--- config.mk ---
export PLATFORM = sky130hd
export DESIGN_NAME = crs_fifo
export DESIGN_NICKNAME = d
export VERILOG_FILES = /design/src/design/crs_fifo.sv
export SDC_FILE = /design/constraint.sdc
export NUM_CORES = 1
export LEC_CHECK = 0
export ABC_AREA = 1
export BUFFER_PORTS_ARGS = -buffer_cell sky130_fd_sc_hd__buf_2
export CAP_MARGIN = 40
export CORE_UTILIZATION = 53
export CTS_CLUSTER_SIZE = 20
export DETAILED_ROUTE_END_ITERATION = 6
export PLACE_DENSITY_LB_ADDON = 0.1
export SYNTH_ARGS = -nofsm -noshare
export SYNTH_HDL_FRONTEND = slang
export SYNTH_SLANG_ARGS = --single-unit
export TNS_END_PERCENT = 100
--- constraint.sdc ---
create_clock -name clk_i -period 3.1 [get_ports clk_i]
set_input_delay 0.62 -clock clk_i [delete_from_list [all_inputs] [get_ports clk_i]]
set_output_delay 0.62 -clock clk_i [all_outputs]
set_load 0.1 [all_outputs]
--- src/design/crs_fifo.sv ---
// Small synchronous queue used between the stages of the unit.
`default_nettype none

module crs_fifo #(
  parameter int unsigned Width = 8,
  parameter int unsigned Depth = 2
) (
  input  logic             clk_i,
  input  logic             rst_ni,
  input  logic             push_i,
  input  logic [Width-1:0] wdata_i,
  output logic             full_o,
  input  logic             pop_i,
  output logic [Width-1:0] rdata_o,
  output logic             empty_o
);

  // Depth must be at least two.
  localparam int unsigned PtrW = $clog2(Depth);
  localparam int unsigned CntW = $clog2(Depth + 1);

  logic [Width-1:0] mem_q [Depth];
  logic [PtrW-1:0]  wr_q, wr_d, rd_q, rd_d;
  logic [CntW-1:0]  cnt_q, cnt_d;
  logic             do_push, do_pop;

  assign full_o  = (cnt_q == CntW'(Depth));
  assign empty_o = (cnt_q == '0);
  assign do_push = push_i & ~full_o;
  assign do_pop  = pop_i & ~empty_o;
  assign rdata_o = mem_q[rd_q];

  always_comb begin
    wr_d  = wr_q;
    rd_d  = rd_q;
    cnt_d = cnt_q;
    if (do_push) begin
      wr_d = (wr_q == PtrW'(Depth - 1)) ? '0 : wr_q + 1'b1;
    end
    if (do_pop) begin
      rd_d = (rd_q == PtrW'(Depth - 1)) ? '0 : rd_q + 1'b1;
    end
    if (do_push && !do_pop) begin
      cnt_d = cnt_q + 1'b1;
    end else if (do_pop && !do_push) begin
      cnt_d = cnt_q - 1'b1;
    end
  end

  always_ff @(posedge clk_i or negedge rst_ni) begin
    if (!rst_ni) begin
      wr_q  <= '0;
      rd_q  <= '0;
      cnt_q <= '0;
    end else begin
      wr_q  <= wr_d;
      rd_q  <= rd_d;
      cnt_q <= cnt_d;
    end
  end

  always_ff @(posedge clk_i) begin
    if (do_push) begin
      mem_q[wr_q] <= wdata_i;
    end
  end

endmodule

`default_nettype wire

* Word level (Yosys, flattened, before mapping)
Memories as Yosys holds them, arrays and structs flattened.
Index checks and enable logic that the tools add are counted.
** Storage, ports and cells
- Memory bits (writable) :: 16
- Flip-flop bits (word level) :: 4
- Output and inout bits :: 10
- Memories kept :: 1
** Memories
- mem_q :: depth 2, width 8, rd ports 1, clocked after Yosys merged registers in 0, wr ports 1, line 22 : logic [Width-1:0] mem_q [Depth];
** Cells by class
- Reductions and logical operators :: 6
- Eq/ne operators :: 1
- Bitwise logic cells :: 4
- Multiplexer cells :: 6
- Add/subtract/negate cells :: 4
** Operator list (count)
- 2-to-1 mux 1 bit :: 4
- 2-to-1 mux 2 bit :: 2
- adder 1 bit (second input constant) :: 2
- adder 2 x 1 -> 2 bit (second input constant) :: 1
- bitwise AND 1 bit :: 2
- equality test 2 bit (second input constant) :: 1
- logical AND 1 bit :: 2
- zero test 1 bit :: 2
- zero test 2 bit :: 1
- NOT 1 bit :: 2
- nonzero test 2 bit :: 1
- subtractor 2 x 1 -> 2 bit (second input constant) :: 1

* Longest topological paths before layout
Gate-level depths: netlist of the first run.
- Depth in word-level cells :: 7
- Gate-level depth with buffers :: 9
- Mapped depth without buffers :: 9

* Least setup slack after synthesis of the first run
Ideal clock, no wire load.
- Path kind :: flip-flop to output port
- Start :: register cnt_q[0]
- End :: output empty_o
- Cell stages (with the launch flop) :: 2
- Slack :: 0.767 ns
- Required time :: 2.480 ns
- Buffers on the path :: 0
- Arrival :: 1.713 ns
- Cells stage by stage :: dfrtp_1 nor2_1
** Between the ends
- Cells in the longest elaborated chain, start to end :: 1
** RTL lines
- start, declared :: line 24 : logic [CntW-1:0] cnt_q, cnt_d;
- start signal, assigned :: line 58 : cnt_q <= cnt_d;
- zero test 2 bit :: line 28 : assign empty_o = (cnt_q == '0);
- end, declared :: line 15 : output logic empty_o
No other way between the ends.

* Worst setup path in the final report of the first run
- Start :: register rd_q
- End :: output rdata_o[1]
** Between the ends
- Cells in the longest elaborated chain, start to end :: 1
** RTL lines
- start, declared :: line 23 : logic [PtrW-1:0] wr_q, wr_d, rd_q, rd_d;
- start signal, assigned :: line 57 : rd_q <= rd_d;
- memory read (2 x 8 bit)
- end, declared :: line 14 : output logic [Width-1:0] rdata_o,
No other way between the ends.

==> metrics.yaml, run 1 <==
final_layout:
  drive_above_1_share: 0.2887
  area_growth_pct: 21.17
  most-common-layout-cells: "nand2_1, buf_2, edfxtp_1"
  fillCellCount: 100
  fin_cells: 112
  nets: 111
  num_antenna_cells: 0
  final_common_cell: "nand2_1"
  final_cell_area_um2: 980.9
placed_design:
  dpl-instance-area_um2: 928.4
  gp_congestion: 0.8145
  dp_cells: 108
  portBuffers: 21
  dpl.hpwl_um: 1042
  pre_cts_slack_ns: 1.251
sta:
  worst_pin_slew_ns: 0.6756
  hold_viol: 0
  layout_min_cycle_time_ns: 2.200
  setup_ws_ns: 0.9002
  slew_viol_final: 0
  fin_setup_tns_ns: 0
  max_freq_ghz: 0.4546
  rsz0062_at_grt: "no"
  skew_ns: 0.004944
  relSlewSlack: 0.5479
  setup_viol: 0
  fin_crit_sh: 0.7096
grt:
  grt.overflow.total: 0
  first_global_vias: 541
  antenna_found_initial: 0
  grtUsageTotal: 0.2248
  grt_pass1_wl_um: 2242
  grt_max_degree: 13
yosys:
  ys_seq_elements: 20
  ys_types: 14
  syn_area_um2: 809.5
  syn-num-nets: 86
  syn_inst: 73
  ys_seq_area_frac: 0.7172
  yosysWarnings: 0
  avgSynthCellArea_um2: 11.09
clocking:
  cts_hold_buf: 0
  cts_tree: "yes"
  cts_max_level: 1
  clock_latency_ns: 0.31
  root_buffer: "clkbuf_4"
  clkTransAtPathRegs_ns: 0.12
  clock-sinks: 20
  cts_setup_buffers: 0
  numCtsBuffers: 3
  cts_resized: 0
  clock_path_buffers: 2
floorplanning:
  die_x_um: 41.08
  start_util: 0.5925
  die-area_mm2: 0.001688
  row_count: 13
  io_pins: 22
  design.core.area_mm2: 0.001366
  fp.dieH_um: 41.08
setup_path:
  critPathRequiredTime_ns: 2.48
  cp.arrival_ns: 1.58
  end_kind: "output pin"
  cp_slowest_cell: "dfrtp_1"
  critPathLaunchType: "flop"
  worstSetupPathType: "flop to output pin"
  crit_path_max_incr_delay_ns: 0.52
  timing.critical_path.cells: "inv_2 > nand2_1 > nand2_1 > buf_2"
  cp_common_cell: "nand2_1"
  path_max_fanout: 10
run:
  drv_cap: 0
route:
  ant_nets: 0
  dr.first_iter.drc_count: 18
  viasPerCell: 5.286
  drt_first_pass_iters: 4
  drc: 0
  drt_wl_total_um: 1521
  wire_per_inst_um: 13.58
  dr_total_vias: 592
min_path:
  hold_path.class: "input port to async pin"
outcome:
  status: "finished, final reports clean"
flip-flops by register name, indices dropped and copies added (netlist names):
signal	flops
rd_q	1
wr_q	1
mem_q	16
cnt_q	2
cells by family (layout without fill, tap and decap cells):
group                      Yosys count  after routing  share of synthesized area
and+or+nand+nor                     40             40                     0.2009
adders and majority gates            1              1                    0.01545
xor gates and xnor gates             1              1                    0.01082
buffers and inverters                9             33                    0.04327
DFF                                 20             20                     0.7172
AOI/OAI and AO/OA                    2              2                    0.01237
synthesized netlist by cell type (all sizes together):
cell type | number | share of area
xnor2 | 1 | 0.011
nand2 | 33 | 0.15
ha | 1 | 0.015
o21ai | 2 | 0.012
nand4 | 1 | 0.0077
dfrtp | 4 | 0.12
nand3b | 1 | 0.0093
buf | 1 | 0.0062
nand3 | 1 | 0.0062
edfxtp | 16 | 0.59
inv | 8 | 0.037
nor2 | 4 | 0.025
stage by stage:
| step | hold slack, ns | utilization |
|---|---|---|
| finish | 0.1027 | 0.7179 |
| global route | 0.09758 | 0.7179 |
| CTS | 0.1015 | 0.7179 |
| detailed placement | 0.4398 | 0.6795 |
| global placement | 0.4364 | 0.6795 |
| floorplan | 0.3244 | - |
critical path: cells and delay by family, from the launching register on:
family        cells  cell delay, ns
buf+inv           2            0.61
flops             1            0.52
simple gates      2            0.14
metal layers:
layer / vias to the layer above / part of all wire / track usage
li1: 286 / - / -
met4: 0 / 0.032 / 0.1917
met2: 35 / 0.50 / 0.3633
met5: - / 0 / 0
met3: 8 / 0.085 / 0.08696
met1: 263 / 0.38 / 0.2222
layout make-up:
| class | instances | area [um2] | area share |
|---|---|---|---|
| multi-input combinational | 44 | 193.9 | 0.1977 |
| clock buffer | 3 | 22.52 | 0.02296 |
| clock inverter | 1 | 30.03 | 0.03061 |
| inverter | 8 | 30.03 | 0.03061 |
| timing repair buffer | 21 | 105.1 | 0.1071 |
| tap | 15 | 18.77 | 0.01913 |
| sequential | 20 | 580.6 | 0.5918 |
worst paths after layout:
check | start | to | slack (ns) | cells after the start
max in group asynchronous | rst_ni | rd_q | 2.86 | 1
setup reg to reg | cnt_q[1] | mem_q[1][6] | 1.54 | 3
setup / recovery | rd_q | rdata_o[1] | 0.90 | 4
min in group clk_i | wdata_i[1] | mem_q[1][1] | 0.49 | 1
hold / removal | rst_ni | cnt_q[0] | 0.10 | 1
hold reg to reg | wr_q | wr_q | 0.52 | 2
Power of run 1 is left out: the tool's default activity adds up to more than one toggle a clock period on the data nets, which glitch-free logic cannot reach.
==> inputs of run 2 (changes only) <==
--- a/config.mk
+++ b/config.mk
@@ -5,10 +5,10 @@
 export SDC_FILE = /design/constraint.sdc
 export NUM_CORES = 1
 export LEC_CHECK = 0
-export ABC_AREA = 1
+export ABC_AREA = 0
 export BUFFER_PORTS_ARGS = -buffer_cell sky130_fd_sc_hd__buf_2
 export CAP_MARGIN = 40
-export CORE_UTILIZATION = 53
+export CORE_UTILIZATION = 48
 export CTS_CLUSTER_SIZE = 20
 export DETAILED_ROUTE_END_ITERATION = 6
 export PLACE_DENSITY_LB_ADDON = 0.1
==> constraint.sdc (replaced) <==
create_clock -name clk_i -period 2.2 [get_ports clk_i]
set_input_delay 0.44 -clock clk_i [delete_from_list [all_inputs] [get_ports clk_i]]
set_output_delay 0.44 -clock clk_i [all_outputs]
set_load 0.1 [all_outputs]
==> metrics.yaml, run 2 <==
run:
  drv_cap: 0  # unchanged
final_layout:
  largestRegisters: "mem_q x16, cnt_q x2"  # unchanged
  final_common_cell: "buf_2"  # was nand2_1
  nets: 84  # was 111
  regMostFlops: "mem_q"  # unchanged
  area_growth_pct: 24.32  # was 21.17%
  most-common-layout-cells: "buf_2, edfxtp_1, mux2_1"  # was nand2_1, buf_2, edfxtp_1
  drive_above_1_share: 0.4286  # was 0.2887
  num_antenna_cells: 0  # unchanged
  largest_register_ffs: 16  # unchanged
sta:
  fin_setup_tns_ns: 0  # unchanged
  hold_viol: 0  # unchanged
  worst_pin_slew_ns: 0.4853  # was 0.6756 ns
  rsz0062_at_grt: "no"  # unchanged
  max_freq_ghz: 0.5040
  slew_viol_final: 0  # unchanged
  layout_min_cycle_time_ns: 1.984
  fin_crit_sh: 0.9020
  skew_ns: 0.0009208  # was 0.004944 ns
  relSlewSlack: 0.6787  # was 0.5479
  setup_viol: 0  # unchanged
floorplanning:
  start_util: 0.5191  # was 0.5925
  fp.dieH_um: 42.36  # was 41.08 um
  die_x_um: 42.36  # was 41.08 um
  design.core.area_mm2: 0.001506  # was 0.001366 mm2
  row_count: 14  # was 13
  io_pins: 22  # unchanged
  die-area_mm2: 0.001794  # was 0.001688 mm2
setup_path:
  cp.arrival_ns: 1.54  # was 1.58 ns
  crit_family: "flip-flops"  # was buffers and inverters
  cp_slowest_cell: "dfrtp_1"  # unchanged
  critPathLaunchType: "flop"  # unchanged
  end_kind: "output pin"  # unchanged
  reg2reg_to: "mem_q[0][0]"  # was mem_q[1][6]
  reg2reg_slack_ns: 0.72  # was 1.54 ns
  path_max_fanout: 9  # was 10
  rr_worst_depth: 4  # was 3
  timing.critical_path.cells: "mux2_2 > buf_2"  # was inv_2 > nand2_1 > nand2_1 > buf_2
  worstSetupPathType: "flop to output pin"  # unchanged
  timing.rr.start: "cnt_q[0]"  # was cnt_q[1]
  critPathRequiredTime_ns: 1.76  # was 2.48 ns
  path_buf_inv: 1  # was 2
  crit_path_max_incr_delay_ns: 0.59  # was 0.52 ns
yosys:
  syn_inst: 44  # was 73
  synthFlopType: "edfxtp_1"  # unchanged
  synthArstFlopShare: 0.2000  # unchanged
  yosys-top-cells-count: "edfxtp_1, mux2_1, dfrtp_1, nor2_1"  # was nand2_1, edfxtp_1, inv_1, dfrtp_1
  ys_seq_area_frac: 0.7424  # was 0.7172
  synth_area_leader_cell: "edfxtp_1"  # unchanged
  avgSynthCellArea_um2: 17.77  # was 11.09 um2
  ys_types: 15  # was 14
  netlist.area_leader.share: 0.6144  # was 0.5935
  syn_area_um2: 782.0  # was 809.5 um2
  syn-num-nets: 57  # was 86
  netlist_top_cells_area: "edfxtp_1, dfrtp_1, mux2_1"  # was edfxtp_1, nand2_1, dfrtp_1
  yosysWarnings: 0  # unchanged
  synth-edff-count: 16  # unchanged
  synth.most_common_cell: "edfxtp_1"  # was nand2_1
  ys_seq_elements: 20  # unchanged
clocking:
  clock_latency_ns: 0.29  # was 0.31 ns
  cts_resized: 0  # unchanged
  cts_max_level: 1  # unchanged
  cts_setup_buffers: 0  # unchanged
  clock-sinks: 20  # unchanged
  clkTransAtPathRegs_ns: 0.10  # was 0.12 ns
  cts_tree: "yes"  # unchanged
  cts_hold_buf: 1  # was 0
  clock_path_buffers: 2  # unchanged
  root_buffer: "clkbuf_4"  # unchanged
  numCtsBuffers: 3  # unchanged
grt:
  grt_pass1_wl_um: 1731  # was 2242 um
  antenna_found_initial: 0  # unchanged
  grt_max_degree: 13  # unchanged
  first_global_vias: 385  # was 541
  grtUsageTotal: 0.1386  # was 0.2248
  grt.overflow.total: 0  # unchanged
route:
  drt_first_pass_iters: 2  # was 4
  viasPerCell: 4.779  # was 5.286
  dr_total_vias: 411  # was 592
  drt_wl_total_um: 992  # was 1521 um
  wire_per_inst_um: 11.53  # was 13.58 um
  drc: 0  # unchanged
  ant_nets: 0  # unchanged
  dr.first_iter.drc_count: 5  # was 18
placed_design:
  dpl.hpwl_um: 754  # was 1042 um
  portBuffers: 21  # unchanged
  gp_congestion: 0.6240  # was 0.8145
min_path:
  hold_path_end: "mem_q[1][4]"
  hold_depth: 1
  hp-start: "wdata_i[4]"
  hold_path.class: "input port to flop"  # was input port to async pin
outcome:
  status: "finished, final reports clean"  # unchanged
-- run 2: changes by cell type in the layout (fill, tap and decap cells not counted), moves of 2 or more --
cell	delta
mux2_2	+2
mux2_1	+6
o21ai_0	-2
nor2_2	-2
xor2_1	+2
nand2_1	-33
inv_1	-5
-- run 2: worst max path at each step --
stage | from | endpoint | slack [ns] | cells past startpoint
floorplan | cnt_q[0] | empty_o | 0.09 | 1
global placement | rd_q | rdata_o[7] | 0.54 | 2
detailed placement | rd_q | rdata_o[7] | 0.52 | 2
CTS | rd_q | rdata_o[7] | 0.18 | 2
global route | rd_q | rdata_o[7] | 0.12 | 2
finish | rd_q | rdata_o[7] | 0.22 | 2
-- run 2: metrics by stage --
step	instance area, um2	std cells	utilization	setup slack (ns)	hold WS [ns]
floorplan	782.0	44	-	0.08688	0.1444
global placement	909.6	81	0.6038	0.5383	0.2516
detailed placement	909.6	81	0.6038	0.5219	0.2557
CTS	972.2	86	0.6453	0.1826	0.3173
global route	972.2	86	0.6453	0.1177	0.3051
finish	972.2	86	0.6453	0.2157	0.3303
-- run 2: final cells by class --
cell class | count | area (um2)
repair buffers | 23 | 122.6
multi-input cells | 21 | 188.9
fillers | 119 | 534.3
flip-flops and latches | 20 | 580.6
well taps | 16 | 20.02
clock buffers | 3 | 22.52
clock inverters | 1 | 30.03
inverters | 2 | 7.507
-- run 2: cells by family after synthesis --
kind of cell               Yosys count  synth area share
muxes                                8            0.1152
AOI/OAI and AO/OA                    1          0.006394
adders and majority gates            1           0.01600
xor gates and xnor gates             5           0.06561
DFF                                 20            0.7424
buffers and inverters                3           0.01600
and+or+nand+nor                      6           0.03841
-- run 2: layer usage --
layer	wire length (um)	share of wire	vias up	GRT usage
li1	-	-	210	-
met1	443	0.45	188	0.1672
met2	488	0.49	13	0.2123
met3	60	0.060	0	0.05603
met4	0	0	0	0.07500
met5	0	0	-	0
-- run 2: worst reg2reg max path, stage by stage (launching register included) --
cell      delay [ns]
dfrtp_1         0.45
nand2b_1        0.18
nand2_2         0.10
nor2_1          0.26
buf_4           0.21
Power of run 2 is left out for the same reason.
