<file path="src/design/crs_pkg.sv">
// Shared types and constants of the cartesian rank and shift unit.
`default_nettype none

package crs_pkg;

  localparam int unsigned MaxDims  = 4;
  localparam int unsigned NumLanes = 4;
  localparam int unsigned NdW      = 3;
  localparam int unsigned CoordW   = 16;
  localparam int unsigned RankW    = 32;
  localparam int unsigned ExtW     = 9;
  localparam int unsigned PosW     = 8;
  localparam int unsigned StrideW  = 25;
  localparam int unsigned NodesW   = 33;
  localparam int unsigned NumSteps = 16;
  localparam int unsigned RegIdxW  = 3;
  localparam int unsigned CfgDataW = 32;

  typedef enum logic [1:0] {
    OpToRank   = 2'd0,
    OpToCoords = 2'd1,
    OpShift    = 2'd2,
    OpBad      = 2'd3
  } op_e;

  typedef enum logic [1:0] {
    StOk     = 2'd0,
    StBadArg = 2'd1,
    StBadDim = 2'd2
  } st_e;

  typedef enum logic [RegIdxW-1:0] {
    RegNumDims = 3'd0,
    RegSizeA   = 3'd1,
    RegSizeB   = 3'd2,
    RegSizeC   = 3'd3,
    RegSizeD   = 3'd4,
    RegWrap    = 3'd5,
    RegOwnRank = 3'd6
  } reg_e;

  typedef struct packed {
    logic                               busy;
    logic [NdW-1:0]                     nd;
    logic [NumLanes-1:0][ExtW-1:0]      ext;
    logic [NumLanes-1:0]                wrap;
    logic [RankW-1:0]                   own_rank;
    logic [NumLanes-1:0][StrideW-1:0]   stride;
    logic [NodesW-1:0]                  nodes;
    logic [NumLanes-1:0][PosW-1:0]      own_pos;
    logic                               own_bad;
  } cfg_t;

  typedef struct packed {
    op_e                                op;
    st_e                                status;
    logic                               dnull;
    logic                               snull;
    logic [1:0]                         dir;
    logic [NumLanes-1:0]                neg;
    logic [NumLanes-1:0][CoordW-1:0]    mag;
    logic [NumLanes-1:0][ExtW-1:0]      div;
    logic [RankW-1:0]                   rank;
  } req_t;

  typedef struct packed {
    op_e                                op;
    st_e                                status;
    logic                               dnull;
    logic                               snull;
    logic [1:0]                         dir;
    logic [NumLanes-1:0]                neg;
    logic [NumLanes-1:0][CoordW-1:0]    mag;
    logic [NumLanes-1:0][ExtW-1:0]      div;
    logic [NumLanes-1:0][ExtW-1:0]      rem;
    logic [RankW-1:0]                   srem;
    logic [NumLanes-1:0][PosW-1:0]      quo;
  } pipe_t;

  typedef struct packed {
    logic [RankW-1:0]                   rank_out;
    logic [NumLanes-1:0][PosW-1:0]      coord;
    logic [RankW-1:0]                   dest_rank;
    logic [RankW-1:0]                   source_rank;
    logic                               dest_null;
    logic                               source_null;
    st_e                                status;
  } res_t;

endpackage

`default_nettype wire

</file>
<file path="src/design/crs_cfg.sv">
// Configuration registers and the sequencer that derives strides and own coordinates.
`default_nettype none

module crs_cfg (
  input  logic                           clk_i,
  input  logic                           rst_ni,
  input  logic                           cfg_we_i,
  input  logic [crs_pkg::RegIdxW-1:0]    cfg_idx_i,
  input  logic [crs_pkg::CfgDataW-1:0]   cfg_wdata_i,
  output crs_pkg::cfg_t                  cfg_o
);

  import crs_pkg::*;

  localparam int unsigned SeqW = 6;
  localparam logic [SeqW-1:0] SeqStrideB  = SeqW'(0);
  localparam logic [SeqW-1:0] SeqStrideA  = SeqW'(1);
  localparam logic [SeqW-1:0] SeqNodes    = SeqW'(2);
  localparam logic [SeqW-1:0] SeqDivFirst = SeqW'(3);
  localparam logic [SeqW-1:0] SeqDone     = SeqW'(3 + RankW);

  logic [NdW-1:0]                   nd_raw_q;
  logic [NumLanes-1:0][ExtW-1:0]    size_q;
  logic [NumLanes-1:0]              wrap_q;
  logic [RankW-1:0]                 own_q;
  logic [SeqW-1:0]                  cnt_q;
  logic [StrideW-1:0]               s1_q, s0_q;
  logic [NodesW-1:0]                nodes_q;
  logic [RankW-1:0]                 rem_q, rem_d;
  logic [NumLanes-1:0][PosW-1:0]    pos_q;
  logic                             own_bad_q;

  logic [NumLanes-1:0][ExtW-1:0]    ext, eu;
  logic [NdW-1:0]                   nd;
  logic [NumLanes-1:0][StrideW-1:0] stride;
  logic [4:0]                       k;
  logic [1:0]                       kdim;
  logic [2:0]                       kbit;
  logic [NodesW-1:0]                cmp;
  logic                             ge;

  always_comb begin
    for (int i = 0; i < NumLanes; i++) begin
      if (size_q[i] == '0) begin
        ext[i] = ExtW'(1);
      end else if (size_q[i] > ExtW'(256)) begin
        ext[i] = ExtW'(256);
      end else begin
        ext[i] = size_q[i];
      end
      eu[i] = (NdW'(i) < nd) ? ext[i] : ExtW'(1);
    end
  end

  assign nd = (nd_raw_q > NdW'(MaxDims)) ? NdW'(MaxDims) : nd_raw_q;

  assign stride[0] = s0_q;
  assign stride[1] = s1_q;
  assign stride[2] = StrideW'(eu[3]);
  assign stride[3] = StrideW'(1);

  // One quotient bit of the own rank per cycle, most significant dimension first.
  assign k     = 5'(cnt_q - SeqDivFirst);
  assign kdim  = k[4:3];
  assign kbit  = 3'd7 - k[2:0];
  assign cmp   = NodesW'(stride[kdim]) << kbit;
  assign ge    = ({1'b0, rem_q} >= cmp);
  assign rem_d = ge ? RankW'({1'b0, rem_q} - cmp) : rem_q;

  always_ff @(posedge clk_i or negedge rst_ni) begin
    if (!rst_ni) begin
      nd_raw_q  <= NdW'(1);
      size_q    <= {NumLanes{ExtW'(1)}};
      wrap_q    <= '0;
      own_q     <= '0;
      cnt_q     <= SeqDone;
      s1_q      <= StrideW'(1);
      s0_q      <= StrideW'(1);
      nodes_q   <= NodesW'(1);
      rem_q     <= '0;
      pos_q     <= '0;
      own_bad_q <= 1'b0;
    end else begin
      if (cfg_we_i) begin
        unique case (reg_e'(cfg_idx_i))
          RegNumDims: nd_raw_q  <= cfg_wdata_i[NdW-1:0];
          RegSizeA:   size_q[0] <= cfg_wdata_i[ExtW-1:0];
          RegSizeB:   size_q[1] <= cfg_wdata_i[ExtW-1:0];
          RegSizeC:   size_q[2] <= cfg_wdata_i[ExtW-1:0];
          RegSizeD:   size_q[3] <= cfg_wdata_i[ExtW-1:0];
          RegWrap:    wrap_q    <= cfg_wdata_i[NumLanes-1:0];
          RegOwnRank: own_q     <= cfg_wdata_i[RankW-1:0];
          default: ;
        endcase
        cnt_q <= SeqStrideB;
      end else if (cnt_q != SeqDone) begin
        cnt_q <= cnt_q + 1'b1;
      end

      if (cnt_q == SeqStrideB) begin
        s1_q <= StrideW'(eu[2] * eu[3]);
      end
      if (cnt_q == SeqStrideA) begin
        s0_q <= StrideW'(eu[1] * s1_q);
      end
      if (cnt_q == SeqNodes) begin
        nodes_q <= NodesW'(eu[0] * s0_q);
        rem_q   <= own_q;
        pos_q   <= '0;
      end
      if (cnt_q == SeqDivFirst) begin
        own_bad_q <= ({1'b0, own_q} >= nodes_q);
      end
      if (cnt_q >= SeqDivFirst && cnt_q != SeqDone) begin
        rem_q              <= rem_d;
        pos_q[kdim][kbit]  <= ge;
      end
    end
  end

  always_comb begin
    cfg_o          = '0;
    cfg_o.busy     = (cnt_q != SeqDone);
    cfg_o.nd       = nd;
    cfg_o.ext      = ext;
    cfg_o.wrap     = wrap_q;
    cfg_o.own_rank = own_q;
    cfg_o.stride   = stride;
    cfg_o.nodes    = nodes_q;
    cfg_o.own_pos  = pos_q;
    cfg_o.own_bad  = own_bad_q;
  end

endmodule

`default_nettype wire

</file>
<file path="config.mk">
export PLATFORM = sky130hd
export DESIGN_NAME = crs_cfg
export DESIGN_NICKNAME = d
export VERILOG_FILES = /design/src/design/crs_pkg.sv /design/src/design/crs_cfg.sv
export SDC_FILE = /design/constraint.sdc
export NUM_CORES = 2
export LEC_CHECK = 0
export BUFFER_PORTS_ARGS = -buffer_cell sky130_fd_sc_hd__clkbuf_2
export CAP_MARGIN = 10
export CORE_ASPECT_RATIO = 0.9
export CORE_MARGIN = 5
export CORE_UTILIZATION = 55
export CTS_BUF_LIST = sky130_fd_sc_hd__clkbuf_4 sky130_fd_sc_hd__clkbuf_8
export DETAILED_ROUTE_END_ITERATION = 6
export PLACE_DENSITY_LB_ADDON = 0.3
export RECOVER_POWER = 25
export SYNTH_ARGS = -nofsm -noshare
export SYNTH_HDL_FRONTEND = slang
export SYNTH_SLANG_ARGS = --single-unit
</file>
<file path="constraint.sdc">
create_clock -name clk_i -period 14.1 [get_ports clk_i]
set_clock_uncertainty 0.15 [all_clocks]
set_input_delay 2.115 -clock clk_i [delete_from_list [all_inputs] [get_ports clk_i]]
set_output_delay 2.115 -clock clk_i [all_outputs]
set_load 0.1 [all_outputs]
</file>
## Word-level counts from Yosys, hierarchy flattened

Index checks and enable logic that the tools add are counted.

| storage, ports and cells | value |
|---|---|
| ROM bits | 0 |
| input port bits | 38 |
| logic and storage cells | 98 |
| bits in writable memories | 0 |
| output and inout port bits | 242 |
| memories | 0 |
| bits in latches | 0 |
| flip-flop bits (word level) | 222 |

| cells by class | value |
|---|---|
| add/sub/neg operators | 4 |
| divide/modulo/power cells | 0 |
| muxes and demuxes | 27 |
| equality and inequality tests | 11 |
| bitwise logic cells | 0 |
| shift-type cells | 1 |
| reduce and logical (&&, ||, !) cells | 19 |
| magnitude comparators | 16 |
| $mul | 3 |

Operators by type and width:

| cell | count |
|---|---|
| 2-to-1 mux 32 bit | 5 |
| 2-to-1 mux 9 bit | 12 |
| >= comparator 32 x 33 -> 1 bit | 2 |
| binary-select mux 25 bit (select 2 bit) | 1 |
| greater-than comparator 9 bit (second input constant) | 4 |
| zero test 9 bit | 4 |
| multiplier 9 x 25 -> 33 bit | 1 |
| << shifter 25 x 3 -> 33 bit | 1 |
| bitwise mux 32 bit | 1 |
| subtractor 32 bit | 1 |
| multiplier 9 x 18 -> 25 bit | 1 |
| 2-to-1 mux 25 bit | 1 |
| multiplier 9 x 9 -> 18 bit | 1 |
| demux 8 bit (select 2 bit) | 1 |
| AND reduction 2 bit | 8 |
| equality test 6 x 2 -> 1 bit (second input constant) | 2 |
| 2-to-1 mux 6 bit | 2 |
| equality test 3 bit (second input constant) | 3 |
| 2-to-1 mux 8 bit | 1 |
| adder 6 x 1 -> 6 bit (second input constant) | 1 |
| equality test 3 x 2 -> 1 bit (second input constant) | 2 |
| equality test 6 x 1 -> 1 bit (second input constant) | 1 |
| >= comparator 6 x 2 -> 1 bit (second input constant) | 1 |
| zero test 6 bit | 1 |
| 18 further kinds | 23 |

## Longest topological paths before layout

| logic depth | value |
|---|---|
| depth after elaboration | 10 |
| gate-level depth with buffers | 25 |
| gate-level depth less buffers | 24 |

## Worst setup path after synthesis

No wires, ideal clock.

| path | value |
|---|---|
| path kind | register to register |
| from | register size_q[31] (netlist name) |
| to | register s1_q[17] |
| arrival | 7,584 ps |
| setup time | 131 ps |
| slack | 6,235 ps |
| path buffers | 1 |
| required time | 13,819 ps |
| cell stages (with the launch flop) | 24 |
| clock period less this slack | 7,865 ps |
| path through | dfrtp_1 nor4_1 a21oi_1 o21ai_0 and2_1 clkbuf_1 nand2_1 fa_1 fa_1 inv_1 ha_1 inv_1 fa_1 inv_1 ha_1 a21o_1 a21o_1 a2111oi_0 nor3_1 a41o_1 o41ai_2 o21ai_0 xnor2_1 o21ai_1 |

RTL lines:

| item | line | source |
|---|---|---|
| start: declaration | crs_cfg.sv:23 | `logic [NumLanes-1:0][ExtW-1:0] size_q;` |
| start signal: assignment | crs_cfg.sv:73 | `size_q <= {NumLanes{ExtW'(1)}};` |
| end signal: assignment | crs_cfg.sv:77 | `s1_q <= StrideW'(1);` |
| end signal: assignment | crs_cfg.sv:101 | `s1_q <= StrideW'(eu[2] * eu[3]);` |
| end: declaration | crs_cfg.sv:27 | `logic [StrideW-1:0] s1_q, s0_q;` |

## Final worst setup path

| path | value |
|---|---|
| from | register cnt_q[0] |
| to | register rem_q[31] |

| on the way | value |
|---|---|
| longest elaborated chain between the ends | 7 |
| elaborated cells on any way between the ends | 16 |
| classes of those cells | add/sub (3); order compare (2); eq/ne (3); shift (1); mux (4); reduce/logical (3) |

RTL lines:

| item | line | source |
|---|---|---|
| start: declaration | crs_cfg.sv:26 | `logic [SeqW-1:0] cnt_q;` |
| start signal: assignment | crs_cfg.sv:76 | `cnt_q <= SeqDone;` |
| start signal: assignment | crs_cfg.sv:95 | `cnt_q <= SeqStrideB;` |
| start signal: assignment | crs_cfg.sv:97 | `cnt_q <= cnt_q + 1'b1;` |
| parallel branches: the longest is 7 deep, another holds >= comparator 32 x 33 -> 1 bit | n/a |  |
| end signal: assignment | crs_cfg.sv:108 | `rem_q <= own_q;` |
| end signal: assignment | crs_cfg.sv:115 | `rem_q <= rem_d;` |
| end: declaration | crs_cfg.sv:29 | `logic [RankW-1:0] rem_q, rem_d;` |

Parallel ways; which one is timed is not known. The select of a mux whose other input is x is not followed.
A chain may end at the register's enable or synchronous reset.

==> flow_summary.json <==
{
  "core_um2": 50300,
  "status": "complete, but fails checks",
  "wire_per_inst_um": 21.8,
  "failed_checks": "capacitance limit, slew limit",
  "io_pins": 280,
  "via_per_inst": 5.87,
  "io_buffers": 231,
  "worstMarginPinSlew_ps": 5470,
  "layoutNonFillerInstCount": 4050,
  "multi_input_area_um2": 19500,
  "leakage_nw": 15.7,
  "total_power_mw": 6.22,
  "synth_warnings": 0,
  "crit_end": "rem_q[31]$_DFFE_PN0P_",
  "h-tree-depth": 2,
  "criticalPathCategory": "reg -> reg",
  "cts_tree": "done",
  "fp.dieH_um": 223,
  "seqCellArea_um2": 5570,
  "hold_path_depth": 2,
  "fin_ws_ps": 6220,
  "hold_buffers": 0,
  "synth_edf_count": 0,
  "route.vias.total": 23800,
  "timing.final.crit_period_ps": 7880,
  "synthFlopType": "dfrtp_1",
  "dp.cells": 3971,
  "gp_congestion": 1.01,
  "nFillCells": 4466,
  "startpoint": "cnt_q[0]$_DFFE_PN1P_",
  "dp_hpwl_mm": 67.5,
  "crit_required_ps": 14440,
  "syn_area_per_cell_um2": 8.59,
  "max_freq_ghz": 0.127,
  "cap_viol_max_count": 3,
  "slew_headroom_pct": -265,
  "post-place-ws_ps": 6680,
  "critPathMaxStageDelay_ps": 1520,
  "dieArea_um2": 55200,
  "drc": 0,
  "clkLatencyLatePin_ps": 600,
  "grt_pass1_vias": 23700,
  "fp.dieW_um": 247,
  "syn_inst": 3235,
  "power.density_nw_per_um2": 207,
  "r2r-end": "rem_q[31]$_DFFE_PN0P_",
  "hold_violations": 0,
  "antenna_found_initial": 1,
  "critPathCaptureType": "register",
  "num_rows": 78,
  "critPathArrivalTime_ps": 8220,
  "slew_viol_final": 132,
  "whs_ps": 349,
  "fin_setup_tns_ps": 0,
  "synthToLayoutAreaGrowth_pct": 7.96,
  "layout_common_cells": "475 x inv_1, 440 x nand2_1, 324 x fa_1",
  "dr.pass1.iters": 7,
  "track_usage_pct": 31.6,
  "crit_cells": 16,
  "cp_top_family": "buffers and inverters",
  "placed_cell_area_um2": 29100,
  "post_cts_resized": 0,
  "ys_seq_area_share_pct": 20.0,
  "rrSetupSlack_ps": 6220,
  "synth.area.top_cells": "fa_1 23%, dfrtp_1 19%, ha_1 8.9%",
  "reg2reg_from": "cnt_q[0]$_DFFE_PN1P_",
  "layout-drive-gt1-share_pct": 13.6,
  "drt_iter0_markers": 2006,
  "clock_sinks": 222,
  "synth-seq-cells": 222,
  "grt_pass1_wl_mm": 137,
  "routed_wl_mm": 88.3,
  "period_share_pct": 55.9,
  "setup_violations": 0,
  "yosysTopAreaCell": "fa_1",
  "final_common_cell": "inv_1",
  "path_max_fanout": 52,
  "cp_slowest_cell": "dfstp_1",
  "rsz0062_at_grt": "no",
  "fin_area_um2": 30000,
  "ir_drop_v": 0.000227,
  "worstRegToRegCells": 16,
  "crit_path_frequent_cell": "ha_1",
  "path_cells": "inv_1, ha_1, inv_2, o21ai_0, mux2i_1, ha_1, nand3_1, nor4_1, a31o_2, a21oi_1, o2111ai_1, nand2_2, o22ai_4, buf_4, o311ai_1, o21a_1",
  "startpoint_type": "register",
  "numCtsBuffers": 43,
  "syn-cell-area_um2": 27800,
  "ys_async_sr_fraction_pct": 100,
  "grt_max_degree": 114,
  "cts_setup_buffers": 0,
  "clockRootBuffer": "clkbuf_8",
  "cts_buffer_depth": 3,
  "clk_pin_slew_ps": 60,
  "ant_nets": 0,
  "synthDistinctLibCells": 79,
  "nets": 3897,
  "overflow": 0,
  "worst-path-buf-inv": 3,
  "initial_core_util_pct": 55.3,
  "hp-class": "reg -> reg",
  "final_util_pct": 59.7,
  "synth.top_cell.area_share_pct": 23.3
}
-- flip-flops by register name, indices dropped and copies added (netlist names) --
name and cells:
nodes_q 33, nd_raw_q 3, s1_q 18, wrap_q 4
s0_q 25, own_bad_q 1, size_q 36, own_q 32
rem_q 32, cfg_o 32, cnt_q 6
-- per-layer routing --
layer	global-route usage [%]	share of wire, %	up-vias
met1	44.5	42	11900
met3	4.74	8.4	197
li1	-	-	10600
met5	0	0	-
met4	11.7	3.9	0
met2	49.8	46	1088
-- power by group --
part	internal [mW]	total, mW	leakage [nW]	switching [mW]
clock	0.404	0.713	0.498	0.309
combinational	1.23	4.22	12.5	2.99
sequential	0.822	1.29	2.79	0.466
-- area by class of cell --
| type | instances | area share, % |
|---|---|---|
| inverters | 478 | 5.98 |
| repair buffers | 256 | 4.42 |
| clock inverters | 9 | 0.267 |
| clock buffers | 68 | 2.85 |
| flip-flops and latches | 222 | 18.6 |
| well taps | 680 | 2.83 |
| diodes | 1 | 0.00834 |
| multi-input cells | 2336 | 65.1 |
-- how the worst min path moves through the flow --
stage | start | endpoint | slack, ps
after floorplan | rem_q[27]$_DFFE_PN0P_ | rem_q[27]$_DFFE_PN0P_ | 310
after global placement | cfg_o[6]$_DFF_PN0_ | cfg_o[6]$_DFF_PN0_ | 330
after detailed placement | rem_q[31]$_DFFE_PN0P_ | rem_q[31]$_DFFE_PN0P_ | 340
after CTS | cfg_o[6]$_DFF_PN0_ | cfg_o[6]$_DFF_PN0_ | 360
after global routing | wrap_q[3]$_DFFE_PN0P_ | wrap_q[3]$_DFFE_PN0P_ | 370
final | cfg_o[6]$_DFF_PN0_ | cfg_o[6]$_DFF_PN0_ | 350
-- cell usage after synthesis (12+ instances only) --
| cell | count |
|---|---|
| and2_1 | 51 |
| mux2i_1 | 40 |
| clkbuf_1 | 179 |
| nor2_1 | 149 |
| a211oi_1 | 15 |
| a31oi_1 | 25 |
| o21a_1 | 12 |
| nand2_1 | 441 |
| and3_1 | 194 |
| nand2b_1 | 23 |
| inv_1 | 475 |
| nor3_1 | 31 |
| nand3_1 | 65 |
| mux2_2 | 94 |
| xnor2_1 | 50 |
| nor2b_1 | 39 |
| nand4_1 | 14 |
| o31ai_1 | 24 |
| dfrtp_1 | 211 |
| buf_4 | 51 |
| ha_1 | 198 |
| o211ai_1 | 23 |
| xor2_1 | 40 |
| o21ai_0 | 156 |
| a21o_1 | 42 |
| fa_1 | 324 |
| a21oi_1 | 114 |
-- tightest hold or removal path, cell delays in order, from the launching register on --
cell and delay [ps]:
dfrtp_1 340, nand3_1 60, o21ai_0 60
-- kinds of logic (layout without fill, tap and decap cells) --
| logic type | count (synthesis) | count (layout) | share of synthesized area (%) |
|---|---|---|---|
| mux | 135 | 135 | 5.33 |
| compound gates | 494 | 494 | 11.1 |
| xor+xnor | 90 | 90 | 2.84 |
| other cells | 2 | 49 | 0.0270 |
| simple gates | 1047 | 1047 | 18.0 |
| flops | 222 | 222 | 20.0 |
| fa+ha+maj | 522 | 522 | 32.2 |
| buf+inv | 723 | 811 | 10.5 |
Power figures use the tool's default switching activity.
