$ cat src/design/crs_pkg.sv
// Shared types and constants of the cartesian rank and shift unit.
`default_nettype none

package crs_pkg;

  localparam int unsigned MaxDims  = 4;
  localparam int unsigned NumLanes = 4;
  localparam int unsigned NdW      = 3;
  localparam int unsigned CoordW   = 16;
  localparam int unsigned RankW    = 32;
  localparam int unsigned ExtW     = 9;
  localparam int unsigned PosW     = 8;
  localparam int unsigned StrideW  = 25;
  localparam int unsigned NodesW   = 33;
  localparam int unsigned NumSteps = 16;
  localparam int unsigned RegIdxW  = 3;
  localparam int unsigned CfgDataW = 32;

  typedef enum logic [1:0] {
    OpToRank   = 2'd0,
    OpToCoords = 2'd1,
    OpShift    = 2'd2,
    OpBad      = 2'd3
  } op_e;

  typedef enum logic [1:0] {
    StOk     = 2'd0,
    StBadArg = 2'd1,
    StBadDim = 2'd2
  } st_e;

  typedef enum logic [RegIdxW-1:0] {
    RegNumDims = 3'd0,
    RegSizeA   = 3'd1,
    RegSizeB   = 3'd2,
    RegSizeC   = 3'd3,
    RegSizeD   = 3'd4,
    RegWrap    = 3'd5,
    RegOwnRank = 3'd6
  } reg_e;

  typedef struct packed {
    logic                               busy;
    logic [NdW-1:0]                     nd;
    logic [NumLanes-1:0][ExtW-1:0]      ext;
    logic [NumLanes-1:0]                wrap;
    logic [RankW-1:0]                   own_rank;
    logic [NumLanes-1:0][StrideW-1:0]   stride;
    logic [NodesW-1:0]                  nodes;
    logic [NumLanes-1:0][PosW-1:0]      own_pos;
    logic                               own_bad;
  } cfg_t;

  typedef struct packed {
    op_e                                op;
    st_e                                status;
    logic                               dnull;
    logic                               snull;
    logic [1:0]                         dir;
    logic [NumLanes-1:0]                neg;
    logic [NumLanes-1:0][CoordW-1:0]    mag;
    logic [NumLanes-1:0][ExtW-1:0]      div;
    logic [RankW-1:0]                   rank;
  } req_t;

  typedef struct packed {
    op_e                                op;
    st_e                                status;
    logic                               dnull;
    logic                               snull;
    logic [1:0]                         dir;
    logic [NumLanes-1:0]                neg;
    logic [NumLanes-1:0][CoordW-1:0]    mag;
    logic [NumLanes-1:0][ExtW-1:0]      div;
    logic [NumLanes-1:0][ExtW-1:0]      rem;
    logic [RankW-1:0]                   srem;
    logic [NumLanes-1:0][PosW-1:0]      quo;
  } pipe_t;

  typedef struct packed {
    logic [RankW-1:0]                   rank_out;
    logic [NumLanes-1:0][PosW-1:0]      coord;
    logic [RankW-1:0]                   dest_rank;
    logic [RankW-1:0]                   source_rank;
    logic                               dest_null;
    logic                               source_null;
    st_e                                status;
  } res_t;

endpackage

`default_nettype wire

$ cat src/design/crs_front.sv
// Front end: checks and classifies a request and prepares the divider lanes.
`default_nettype none

module crs_front (
  input  crs_pkg::cfg_t                 cfg_i,
  input  logic [1:0]                    operation_i,
  input  logic [crs_pkg::CoordW-1:0]    coord_a_i,
  input  logic [crs_pkg::CoordW-1:0]    coord_b_i,
  input  logic [crs_pkg::CoordW-1:0]    coord_c_i,
  input  logic [crs_pkg::CoordW-1:0]    coord_d_i,
  input  logic [crs_pkg::RankW-1:0]     query_rank_i,
  input  logic [2:0]                    direction_i,
  input  logic [crs_pkg::CoordW-1:0]    displacement_i,
  output crs_pkg::req_t                 req_o
);

  import crs_pkg::*;

  logic [NumLanes-1:0][CoordW-1:0] coord;

  assign coord[0] = coord_a_i;
  assign coord[1] = coord_b_i;
  assign coord[2] = coord_c_i;
  assign coord[3] = coord_d_i;

  always_comb begin
    logic               bad;
    logic               oor;
    logic signed [CoordW:0] xd, xs, ext_s;
    logic [1:0]         d;
    req_o     = '0;
    bad       = 1'b0;
    oor       = 1'b0;
    d         = direction_i[1:0];
    ext_s     = $signed({{(CoordW + 1 - ExtW){1'b0}}, cfg_i.ext[d]});
    xd        = $signed({{(CoordW + 1 - PosW){1'b0}}, cfg_i.own_pos[d]})
              + $signed({displacement_i[CoordW-1], displacement_i});
    xs        = $signed({{(CoordW + 1 - PosW){1'b0}}, cfg_i.own_pos[d]})
              - $signed({displacement_i[CoordW-1], displacement_i});
    req_o.op  = op_e'(operation_i);
    req_o.dir = d;
    for (int i = 0; i < NumLanes; i++) begin
      req_o.div[i] = ExtW'(1);
    end
    unique case (op_e'(operation_i))
      OpToRank: begin
        for (int i = 0; i < NumLanes; i++) begin
          if (NdW'(i) < cfg_i.nd) begin
            oor = coord[i][CoordW-1] ||
                  ({1'b0, coord[i]} >= (CoordW + 1)'(cfg_i.ext[i]));
            if (oor && !cfg_i.wrap[i]) begin
              bad = 1'b1;
            end
            req_o.neg[i] = coord[i][CoordW-1];
            req_o.mag[i] = coord[i][CoordW-1] ? CoordW'(-coord[i]) : coord[i];
            req_o.div[i] = cfg_i.ext[i];
          end
        end
        req_o.status = bad ? StBadArg : StOk;
      end
      OpToCoords: begin
        req_o.rank   = query_rank_i;
        req_o.status = ({1'b0, query_rank_i} >= cfg_i.nodes) ? StBadArg : StOk;
      end
      OpShift: begin
        priority if (cfg_i.nd == '0) begin
          req_o.status = StBadArg;
        end else if (direction_i >= cfg_i.nd) begin
          req_o.status = StBadDim;
        end else if (cfg_i.own_bad) begin
          req_o.status = StBadArg;
        end else begin
          req_o.status = StOk;
          req_o.dnull  = ((xd < 0) || (xd >= ext_s)) && !cfg_i.wrap[d];
          req_o.snull  = ((xs < 0) || (xs >= ext_s)) && !cfg_i.wrap[d];
          req_o.neg[0] = xd[CoordW];
          req_o.neg[1] = xs[CoordW];
          req_o.mag[0] = xd[CoordW] ? CoordW'(-xd) : xd[CoordW-1:0];
          req_o.mag[1] = xs[CoordW] ? CoordW'(-xs) : xs[CoordW-1:0];
          req_o.div[0] = cfg_i.ext[d];
          req_o.div[1] = cfg_i.ext[d];
        end
      end
      OpBad: begin
        req_o.status = StBadArg;
      end
      default: begin
        req_o.status = StBadArg;
      end
    endcase
  end

endmodule

`default_nettype wire

$ cat config.mk
export PLATFORM = sky130hd
export DESIGN_NAME = crs_front
export DESIGN_NICKNAME = d
export VERILOG_FILES = /design/src/design/crs_pkg.sv /design/src/design/crs_front.sv
export SDC_FILE = /design/constraint.sdc
export NUM_CORES = 1
export LEC_CHECK = 0
export BUFFER_PORTS_ARGS = -buffer_cell sky130_fd_sc_hd__buf_2
export CORE_AREA = 2 2 194 196
export DETAILED_ROUTE_END_ITERATION = 12
export DIE_AREA = 0 0 196 198
export SLEW_MARGIN = 20
export SYNTH_ARGS = -nofsm -noshare
export SYNTH_HDL_FRONTEND = slang
export SYNTH_SLANG_ARGS = --single-unit
$ cat constraint.sdc
create_clock -name vclk -period 5.77
set_input_delay 0.2885 -clock vclk [all_inputs]
set_output_delay 0.2885 -clock vclk [all_outputs]
set_load 0.01 [all_outputs]
Word-level counts from Yosys, hierarchy flattened:

Cells that the tools add are included.

* register bits: 0
* input port bits: 359
* output and inout bits: 144
* word-level logic and storage cells: 104

* $add $sub $neg: 8
* $lt $le $gt $ge: 15
* equal/unequal tests: 3
* multiplexer cells: 59
* reduce and logical (&&, ||, !) cells: 19

Operators by type and width (count)
* two-way mux 16 bit: 10
* two-way mux 32 bit: 5
* negation 16 bit: 6
* two-way mux 18 bit: 4
* greater-or-equal comparator 16 x 9 -> 1 bit: 4
* case mux 32 bit (2 select lines): 1
* two-way mux 9 bit: 5
* case mux 18 bit (2 select lines): 1
* greater-or-equal comparator 17 x 10 -> 1 bit: 2
* less-than comparator 17 x 1 -> 1 bit (second input constant): 2
* greater-or-equal comparator 32 x 33 -> 1 bit: 1
* two-way mux 2 bit: 10
* binary-select mux 9 bit (select 2 bit): 1
* adder 9 x 16 -> 17 bit: 1
* two-way mux 1 bit: 17
* subtractor 9 x 16 -> 17 bit: 1
* binary-select mux 8 bit (select 2 bit): 1
* two-way mux 8 bit: 1
* case mux 2 bit (4 select lines): 1
* logical AND 1 bit: 6
* logical OR 1 bit: 6
* less-than comparator 1 x 3 -> 1 bit (first input constant): 2
* less-than comparator 2 x 3 -> 1 bit (first input constant): 2
* zero test 1 bit: 5
* 8 further kinds: 9

Depth between registers and ports, before layout:

Gate-level depths: netlist of run 1.

* word-level depth: 14
* gate-level depth with buffers: 18
* depth with buffers taken out: 16

Least setup slack after synthesis of run 1:

OpenSTA, ideal clock, no wires.

* path kind: input port to output port
* from: input port direction_i[0]
* to: output port req_o[139] (netlist bit)
* arrival time: 4.376 ns
* data required time: 5.482 ns
* setup slack: 1.106 ns
* cell stages on the path: 18
* path buffers: 3
* path through: buf_2 buf_1 mux4_2 ha_1 buf_6 nor2b_4 a2111oi_0 or3_1 nand2_1 ha_1 nand3_1 nor2_1 a211oi_1 o21ai_0 maj3_1 o21a_1 a211oi_1 a31oi_1

RTL lines
* start: declaration: RTL line crs_front.sv:12 `input logic [2:0] direction_i,`
* end: declaration: RTL line crs_front.sv:14 `output crs_pkg::req_t req_o`

==> results of run 1 <==
worst max-delay path by stage:
stage / to / slack [ns]
2_1_floorplan: req_o[139] / 1.11
3_3_place_gp: req_o[139] / 0.89
3_5_place_dp: req_o[139] / 0.86
4_1_cts: req_o[139] / 0.84
5_1_grt: req_o[139] / 0.44
6_report: req_o[139] / 0.76
kinds of logic after synthesis:
group	after synthesis
and+or+nand+nor	342
AOI/OAI and AO/OA	260
buffers and inverters	153
adders and majority gates	113
xor gates and xnor gates	99
muxes	24
cells in the final DEF (no fill, tap or decap), types with 5 or more instances in the layout:
cell	n
a211oi_1	7
a21o_1	28
a21oi_1	37
a31oi_1	6
and2_1	39
and3_1	6
buf_2	370
buf_4	5
diode_2	7
ha_1	110
inv_1	110
mux2i_1	6
mux4_2	18
nand2_1	64
nand2b_1	15
nand3_1	17
nand4_1	10
nor2_1	102
nor2b_1	15
nor3_1	25
o2111ai_1	5
o211ai_1	8
o21a_1	8
o21ai_0	59
o22ai_1	29
o31ai_1	19
or3_1	16
or4_1	6
xnor2_1	37
xor2_1	60
stage by stage:
step | instances | area (um^2) | hold WS [ns] | power, mW
2_1_floorplan | 991 | 6990 | 0.669 | 0.603
3_3_place_gp | 1798 | 9250 | 0.878 | 0.933
3_5_place_dp | 1798 | 9250 | 0.880 | 0.949
4_1_cts | 1798 | 9250 | 0.881 | 0.954
5_1_grt | 1799 | 9250 | 0.892 | 1.06
6_report | 1805 | 9270 | 0.878 | 0.960
power by group through the flow:
stage	combinational, mW	sequential [mW]	clock [mW]
after global routing	1.06	0	0.0000000232
after floorplan	0.603	0	0
after CTS	0.954	0	0
final	0.960	0	0.000000162
after detailed placement	0.949	0	0
after global placement	0.933	0	0
metal layers:
layer  wire length, um  track usage, %  up-vias
met5                 0               0        -
met4              1030            4.29        0
met3              2140            2.74       41
met2             15200            27.1      305
met1             15200            21.8     4018
li1                  -               -     4219
worst max-delay path, stage by stage:
cell,delay (ns)
buf_2,0.50
mux4_2,0.43
ha_1,0.47
nand2b_4,0.22
a2111oi_0,0.54
o21ai_0,0.24
nand2_1,0.20
ha_1,0.28
nand3_1,0.08
nor2_1,0.04
a211oi_1,0.19
o21ai_0,0.16
maj3_1,0.38
o21a_1,0.11
a211oi_1,0.19
a31oi_1,0.19
buf_2,0.21
cells in the mapped netlist (all sizes together) (9+ instances only):
library cell / n
o21a: 9
clkbuf: 24
xor2: 60
nand4: 10
nor2b: 17
and2: 40
o31ai: 20
xnor2: 39
a21oi: 37
a21o: 28
inv: 111
or3: 17
o21ai: 63
nor2: 103
mux4: 18
nand3: 17
o22ai: 29
nor3: 26
buf: 18
nand2: 64
nand2b: 16
ha: 110
final cells by class:
class | instances | area (um^2) | share of cell area [%]
Multi-Input combinational cell | 838 | 6350 | 68.5
Antenna cell | 7 | 17.5 | 0.189
Tap cell | 474 | 593 | 6.40
Timing Repair Buffer | 375 | 1890 | 20.4
Inverter | 111 | 417 | 4.50
==> impl_metrics.json, run 1 <==
{
  "globalplace.congestion": 0.930,
  "rsz0062_at_grt": "false",
  "grt_antenna_before_repair": 8,
  "n_sequential_cell": 0,
  "die_area_um2": 38800,
  "cts_hold_buffers": 0,
  "detail_route.first_pass.iterations": 5,
  "layout.area.seq_um2": 0,
  "post-cts-setup-buffer-count": 0,
  "holdCritPathClass": "in -> out",
  "dpl_worst_slack_ns": 0.857,
  "power.switching_mw": 0.576,
  "min_from": "operation_i[1]",
  "outcome": "finished, final reports clean",
  "p_per_cell_area_nw_per_um2": 104,
  "hold_viol_final": 0,
  "post_synth_fa_ha_maj_area_fraction_pct": 20.4,
  "synth.lib_cells_used.distinct": 83,
  "wire_per_inst_um": 18.7,
  "timing_worst_slew_pin_value_ns": 1.02,
  "postSynthAreaPerCell_um2": 7.05,
  "final_critical_path_setup_slack_ns": 0.761,
  "synth_top_cell_by_area": "ha_1",
  "num_rows": 71,
  "number_of_global_route_vias_before_repair": 8251,
  "synth_compound_area_share_pct": 26.3,
  "drt_first_iter_violations": 430,
  "fp.dieW_um": 196,
  "leakage_power_nw": 4.82,
  "worstHoldPathCells": 2,
  "utilization_pct": 25.1,
  "finalCritPeriodShare_pct": 86.8,
  "core_area_um2": 37000,
  "timing.critical_path.fanout_max": 20,
  "grtUsageTotal_pct": 16.3,
  "fillerInstances": 4174,
  "post-dp-hpwl_um": 30000,
  "drc": 0,
  "tmin_final_ns": 5.01,
  "synthTopCellsByArea": "ha_1, xor2_1, inv_1",
  "remaining_number_of_nets_flagged_by_the_antenna_check_after_routing": 0,
  "top_level_ports": 503,
  "avgViaCountPerCell": 4.76,
  "grt_overflow": 0,
  "netlist.area_leader.share_pct": 19.7,
  "dominant_combinational_cell_family_by_area_after_synthesis": "compound AO/OA/AOI/OAI gates",
  "timing.critical_path.to_type": "output port",
  "clockBufferCount": 0,
  "layout.nets": 1797,
  "hold_path_end": "req_o[143]",
  "startpoint": "direction_i[1]",
  "clock_power_share_pct": 0,
  "yosys_warnings": 0,
  "combinationalPowerShare_pct": 100.0,
  "clock.fmax_mhz": 200,
  "synth_seq_area_share_pct": 0,
  "timing.setup.tns_ns": 0,
  "grt_pass1_wl_um": 48500,
  "power.ir.vdd_worst_v": 0.0000342,
  "sw_frac_of_total_pct": 60.0,
  "route.final.wire_length_um": 33700,
  "layout-drive-gt1-share_pct": 32.0,
  "post_synth_inst_count": 991,
  "synth_area_um2": 6990,
  "worstPathRequired_ns": 5.48,
  "layout-area-overhead-vs-synth_pct": 32.7,
  "drv_slew": 0,
  "power.share.sequential_pct": 0,
  "maxCapViolCount": 0,
  "yosys.area_share.xor_xnor_pct": 12.6,
  "routed-via-count": 8583,
  "final-setup-viol-count": 0,
  "pin_count_of_the_biggest_net_entering_global_routing": 35,
  "numPortBuffers": 370,
  "syn-num-nets": 1462,
  "die-height_um": 198,
  "synth.mux.area_fraction_pct": 6.66,
  "critical_path_class": "in -> out",
  "cts_resized": 0,
  "post_synth_and_or_nand_nor_area_fraction_pct": 24.8,
  "worstSetupStartpointType": "input pin",
  "worst-endpoint-arrival_ns": 4.72,
  "floorplan.initialDensity_pct": 18.9,
  "cell_internal_pwr_mw": 0.384,
  "maxSlewHeadroom_pct": 31.9
}
No activity file was read; power rests on OpenSTA's default activity.
==> inputs of run 2 (changes only) <==
- CORE_AREA: 2 2 194 196 -> 2 2 198 200
- DIE_AREA: 0 0 196 198 -> 0 0 200 202
- TNS_END_PERCENT: unset -> 5
- clock period: 5.77 -> 6.3 ns (I/O delays scaled with it)
==> run 2 against run 1 <==
  * Routed wire length is 2.9% higher
  * Count of clock-buffer cells in the layout stayed put
  * Via count is 0.66% higher
  * Critical path depth is 1 lower
  * Critical path type unchanged
  * Core utilization is 0.70 points lower
  * Largest cell class unchanged
  * Worst setup slack better by 0.62 ns
==> impl_metrics.json, run 2 (synthesized netlist as in run 1, its figures left out) <==
{
  "outcome": "finished, final reports clean",
  "min_from": "query_rank_i[2]",
  "tmin_final_ns": 4.92,
  "post-dp-hpwl_um": 30800,
  "pin_count_of_the_biggest_net_entering_global_routing": 35,
  "clockBufferCount": 0,
  "die-height_um": 202,
  "critical_path_class": "in -> out",
  "utilization_pct": 24.4,
  "avgViaCountPerCell": 4.67,
  "finalCritPeriodShare_pct": 78.0,
  "clock.fmax_mhz": 203,
  "final_critical_path_setup_slack_ns": 1.38,
  "worst-endpoint-arrival_ns": 4.60,
  "post-place-cells": 1842,
  "globalplace.congestion": 0.923,
  "hold_path_end": "req_o[2]",
  "cts_resized": 0,
  "groute.layer.met2.usage_pct": 27.7,
  "final_cells": 1849,
  "cts_hold_buffers": 0,
  "rsz0062_at_grt": "false",
  "n_sequential_cell": 0,
  "routed-via-count": 8640,
  "dpl_worst_slack_ns": 1.36,
  "grt_overflow": 0,
  "detail_route.first_pass.iterations": 5,
  "layout.area.seq_um2": 0,
  "grtUsageTotal_pct": 16.5,
  "layout.nets": 1797,
  "worstHoldPathCells": 3,
  "p_per_cell_area_nw_per_um2": 93.8,
  "timing.critical_path.to_type": "output port",
  "numPortBuffers": 370,
  "worst_hold_slack_ns": 0.935,
  "core_area_um2": 38300,
  "worstPathRequired_ns": 5.98,
  "timing_worst_slew_pin_value_ns": 0.994,
  "post-cts-setup-buffer-count": 0,
  "maxSlewHeadroom_pct": 33.5,
  "drv_slew": 0,
  "holdCritPathClass": "in -> out",
  "drc": 0,
  "leakage_power_nw": 4.83,
  "busiest_layer": "met2",
  "placedInstanceArea_um2": 9310,
  "layout.cells.most_common_list": "buf_2, inv_1, ha_1",
  "top_level_ports": 503,
  "die_area_um2": 40400,
  "drt_first_iter_violations": 551,
  "fillerInstances": 4300,
  "timing.setup.tns_ns": 0,
  "layout-area-overhead-vs-synth_pct": 33.6,
  "final-setup-viol-count": 0,
  "use_met1_pct": 22.6,
  "startpoint": "direction_i[0]",
  "route.final.wire_length_um": 34600,
  "maxCapViolCount": 0,
  "globalRouteMet3Util_pct": 1.97,
  "wire_per_inst_um": 18.7,
  "timing.critical_path.fanout_max": 12,
  "fp.dieW_um": 200,
  "grt_pass1_wl_um": 50700,
  "worstSetupStartpointType": "input pin",
  "layout_commonest_cell": "buf_2",
  "remaining_number_of_nets_flagged_by_the_antenna_check_after_routing": 0,
  "post-route-cell-area_um2": 9330,
  "grt_antenna_before_repair": 8,
  "finalPower_mw": 0.876,
  "hold_viol_final": 0,
  "layout-drive-gt1-share_pct": 32.1,
  "power.ir.vdd_worst_v": 0.0000325,
  "floorplan.initialDensity_pct": 18.2,
  "number_of_global_route_vias_before_repair": 8568,
  "num_rows": 72
}
## run 2: where the power goes
group          switching, mW    total, mW  internal [mW]
Combinational          0.526        0.876          0.350
Sequential                 0            0              0
Clock                      0  0.000000149    0.000000149
## run 2: area by class of cell
| class | instances | area [um^2] | area share, % |
|---|---|---|---|
| Timing Repair Buffer | 375 | 1890 | 20.2 |
| Antenna cell | 7 | 17.5 | 0.188 |
| Multi-Input combinational cell | 838 | 6360 | 68.2 |
| Tap cell | 518 | 648 | 6.94 |
| Inverter | 111 | 417 | 4.46 |
## run 2: worst max-delay path by stage
stage | endpoint | cells after the start
6_report | req_o[139] | 16
5_1_grt | req_o[139] | 16
4_1_cts | req_o[139] | 16
3_5_place_dp | req_o[139] | 16
3_3_place_gp | req_o[139] | 16
2_1_floorplan | req_o[139] | 18
## run 2: routing by layer
layer	vias up	share of wire, %
li1	4213	-
met1	4072	46
met2	321	46
met3	30	6.2
met4	4	1.9
met5	-	0.066
## run 2: critical path: stages
cell	delay, ns
buf_2	0.33
mux4_2	0.58
ha_1	0.57
nor2_1	0.14
a221oi_2	0.39
a21oi_1	0.14
nor2_1	0.28
ha_1	0.32
a21o_1	0.17
a211oi_1	0.20
o21ai_0	0.12
maj3_1	0.37
o21a_1	0.12
a211oi_1	0.16
a31oi_1	0.17
buf_2	0.20
==> inputs of run 3 (changes only) <==
- ABC_AREA: unset -> 1
- CORE_AREA: 2 2 198 200 -> 2 2 195 197
- DIE_AREA: 0 0 200 202 -> 0 0 197 199
- clock period: 6.3 -> 4.6 ns (I/O delays scaled with it)
==> run 3 against run 2 <==
  * Worst setup slack got worse by 0.89 ns
  * Via count rose by 28%
  * Non-clock buffer count rose by 6
  * Routed wire length rose by 15%
  * Hold slack got worse by 0.17 ns
==> impl_metrics.json, run 3 <==
{
  "min_from": "operation_i[1]",
  "num_rows": 71,
  "layout_commonest_cell": "buf_2",
  "worst_hold_slack_ns": 0.763,
  "rsz0062_at_grt": "false",
  "dpl_worst_slack_ns": 0.375,
  "grt_antenna_before_repair": 17,
  "drc": 0,
  "grt_pass1_wl_um": 58000,
  "layout.nets": 2313,
  "grt_overflow": 0,
  "post-dp-hpwl_um": 35700,
  "holdCritPathClass": "in -> out",
  "hold_path_end": "req_o[143]",
  "cts_hold_buffers": 0,
  "finalCritPeriodShare_pct": 89.2,
  "outcome": "finished, final reports clean",
  "floorplan.initialDensity_pct": 20.6,
  "tmin_final_ns": 4.10,
  "routed-via-count": 11100,
  "final_cells": 2320,
  "netlist.area_leader.share_pct": 18.0,
  "clockBufferCount": 0,
  "timing.critical_path.to_type": "output port",
  "route.final.wire_length_um": 39800,
  "most_common_cell_in_the_netlist": "nand2_1",
  "worstSetupStartpointType": "input pin",
  "n_sequential_cell": 0,
  "final-setup-viol-count": 0,
  "die_area_um2": 39200,
  "fp.dieW_um": 197,
  "critical_path.n_buffers_inverters": 4,
  "die-height_um": 199,
  "layout.area.seq_um2": 0,
  "critical_path.cell_chain": "buf_2, clkinvlp_4, nand2_1, a32oi_1, ha_1, fa_1, xnor2_1, ha_1, a21oi_1, o21ai_0, o21bai_1, nand4_1, o211ai_1, nand3_1, nand2_1, inv_1, buf_2",
  "final_critical_path_setup_slack_ns": 0.496,
  "synth_top_cell_by_area": "ha_1",
  "top_level_ports": 503,
  "wire_per_inst_um": 17.1,
  "worst-endpoint-arrival_ns": 3.87,
  "worstPathRequired_ns": 4.37,
  "globalplace.congestion": 0.913,
  "post-place-cells": 2314,
  "slowest_delay_ns": 0.56,
  "timing.critical_path.fanout_max": 18,
  "number_of_global_route_vias_before_repair": 10200,
  "numPortBuffers": 370,
  "maxSlewHeadroom_pct": 42.9,
  "critPathSlowestCell": "xnor2_1",
  "layout.cells.most_common_list": "buf_2, nand2_1, inv_1",
  "postSynthAreaPerCell_um2": 5.10,
  "synth_area_um2": 7650,
  "synthTopCellsByArea": "ha_1, nand2_1, inv_1",
  "critical-path-top-delay-family": "adder cells",
  "drt_first_iter_violations": 759,
  "hold_viol_final": 0,
  "yosys_warnings": 0,
  "critical_path_class": "in -> out",
  "timing_worst_slew_pin_value_ns": 0.849,
  "avgViaCountPerCell": 4.77,
  "maxCapViolCount": 0,
  "layout-drive-gt1-share_pct": 23.0,
  "drv_slew": 0,
  "remaining_number_of_nets_flagged_by_the_antenna_check_after_routing": 0,
  "clock.fmax_mhz": 244,
  "synth_seq_area_share_pct": 0,
  "grtUsageTotal_pct": 19.2,
  "core_area_um2": 37100,
  "timing.setup.tns_ns": 0,
  "layout-area-overhead-vs-synth_pct": 30.3,
  "synth.lib_cells_used.distinct": 45,
  "detail_route.first_pass.iterations": 5,
  "syn-num-nets": 1973,
  "pin_count_of_the_biggest_net_entering_global_routing": 33,
  "synth_common_cells": "nand2_1, inv_1, nor2_1",
  "post_synth_inst_count": 1502,
  "worstHoldPathCells": 2
}
run 3: cell types whose count changed after synthesis, sizes merged, moves of 18 or more:
cell	change
xnor2	-37
a21oi	+76
nand3	+98
xor2	-54
nor2	+112
nand2	+268
nand4	+28
inv	+162
o21ai	+71
a21o	-27
and2	-39
mux4	-18
run 3: layer usage:
metal	share of wire [%]	GRT usage [%]
met5	0.22	0
met4	1.9	3.34
met3	8.3	4.10
met2	45	32.6
met1	45	25.3
run 3: what timing repair did:
item	in CTS	in global routing
setup endpoints to repair	0	2
buffers inserted	0	0
gates resized for setup	0	1
run 3: cell families (layout without fill, tap and decap cells):
logic type / after synthesis / count (layout) / synth area share (%)
fa+ha+maj: 112 / 112 / 18.5
compound gates: 295 / 295 / 20.7
other cells: 0 / 6 / 0
simple gates: 767 / 767 / 43.3
xor+xnor: 8 / 8 / 0.915
buf+inv: 320 / 658 / 16.6
run 3: how the worst max path moves through the flow:
stage | depth (start not counted) | start | endpoint
after CTS | 24 | direction_i[0] | req_o[138]
after detailed placement | 24 | direction_i[0] | req_o[138]
after global placement | 24 | direction_i[0] | req_o[138]
after global routing | 24 | direction_i[0] | req_o[138]
after floorplan | 20 | direction_i[0] | req_o[94]
final | 17 | direction_i[0] | req_o[139]
run 3: layout make-up:
cell class / count / area (um^2)
fill: 4419 / 27200
multi-input combinational: 1182 / 6380
timing repair buffer: 381 / 1930
inverter: 277 / 1050
tap: 474 / 593
antenna: 6 / 15.0
run 3: metrics by stage:
stage                     instance area, um^2  utilization [%]
after floorplan                          7650                -
after global placement                   9960             26.8
after detailed placement                 9960             26.8
after CTS                                9960             26.8
after global routing                     9970             26.8
final                                    9970             26.9
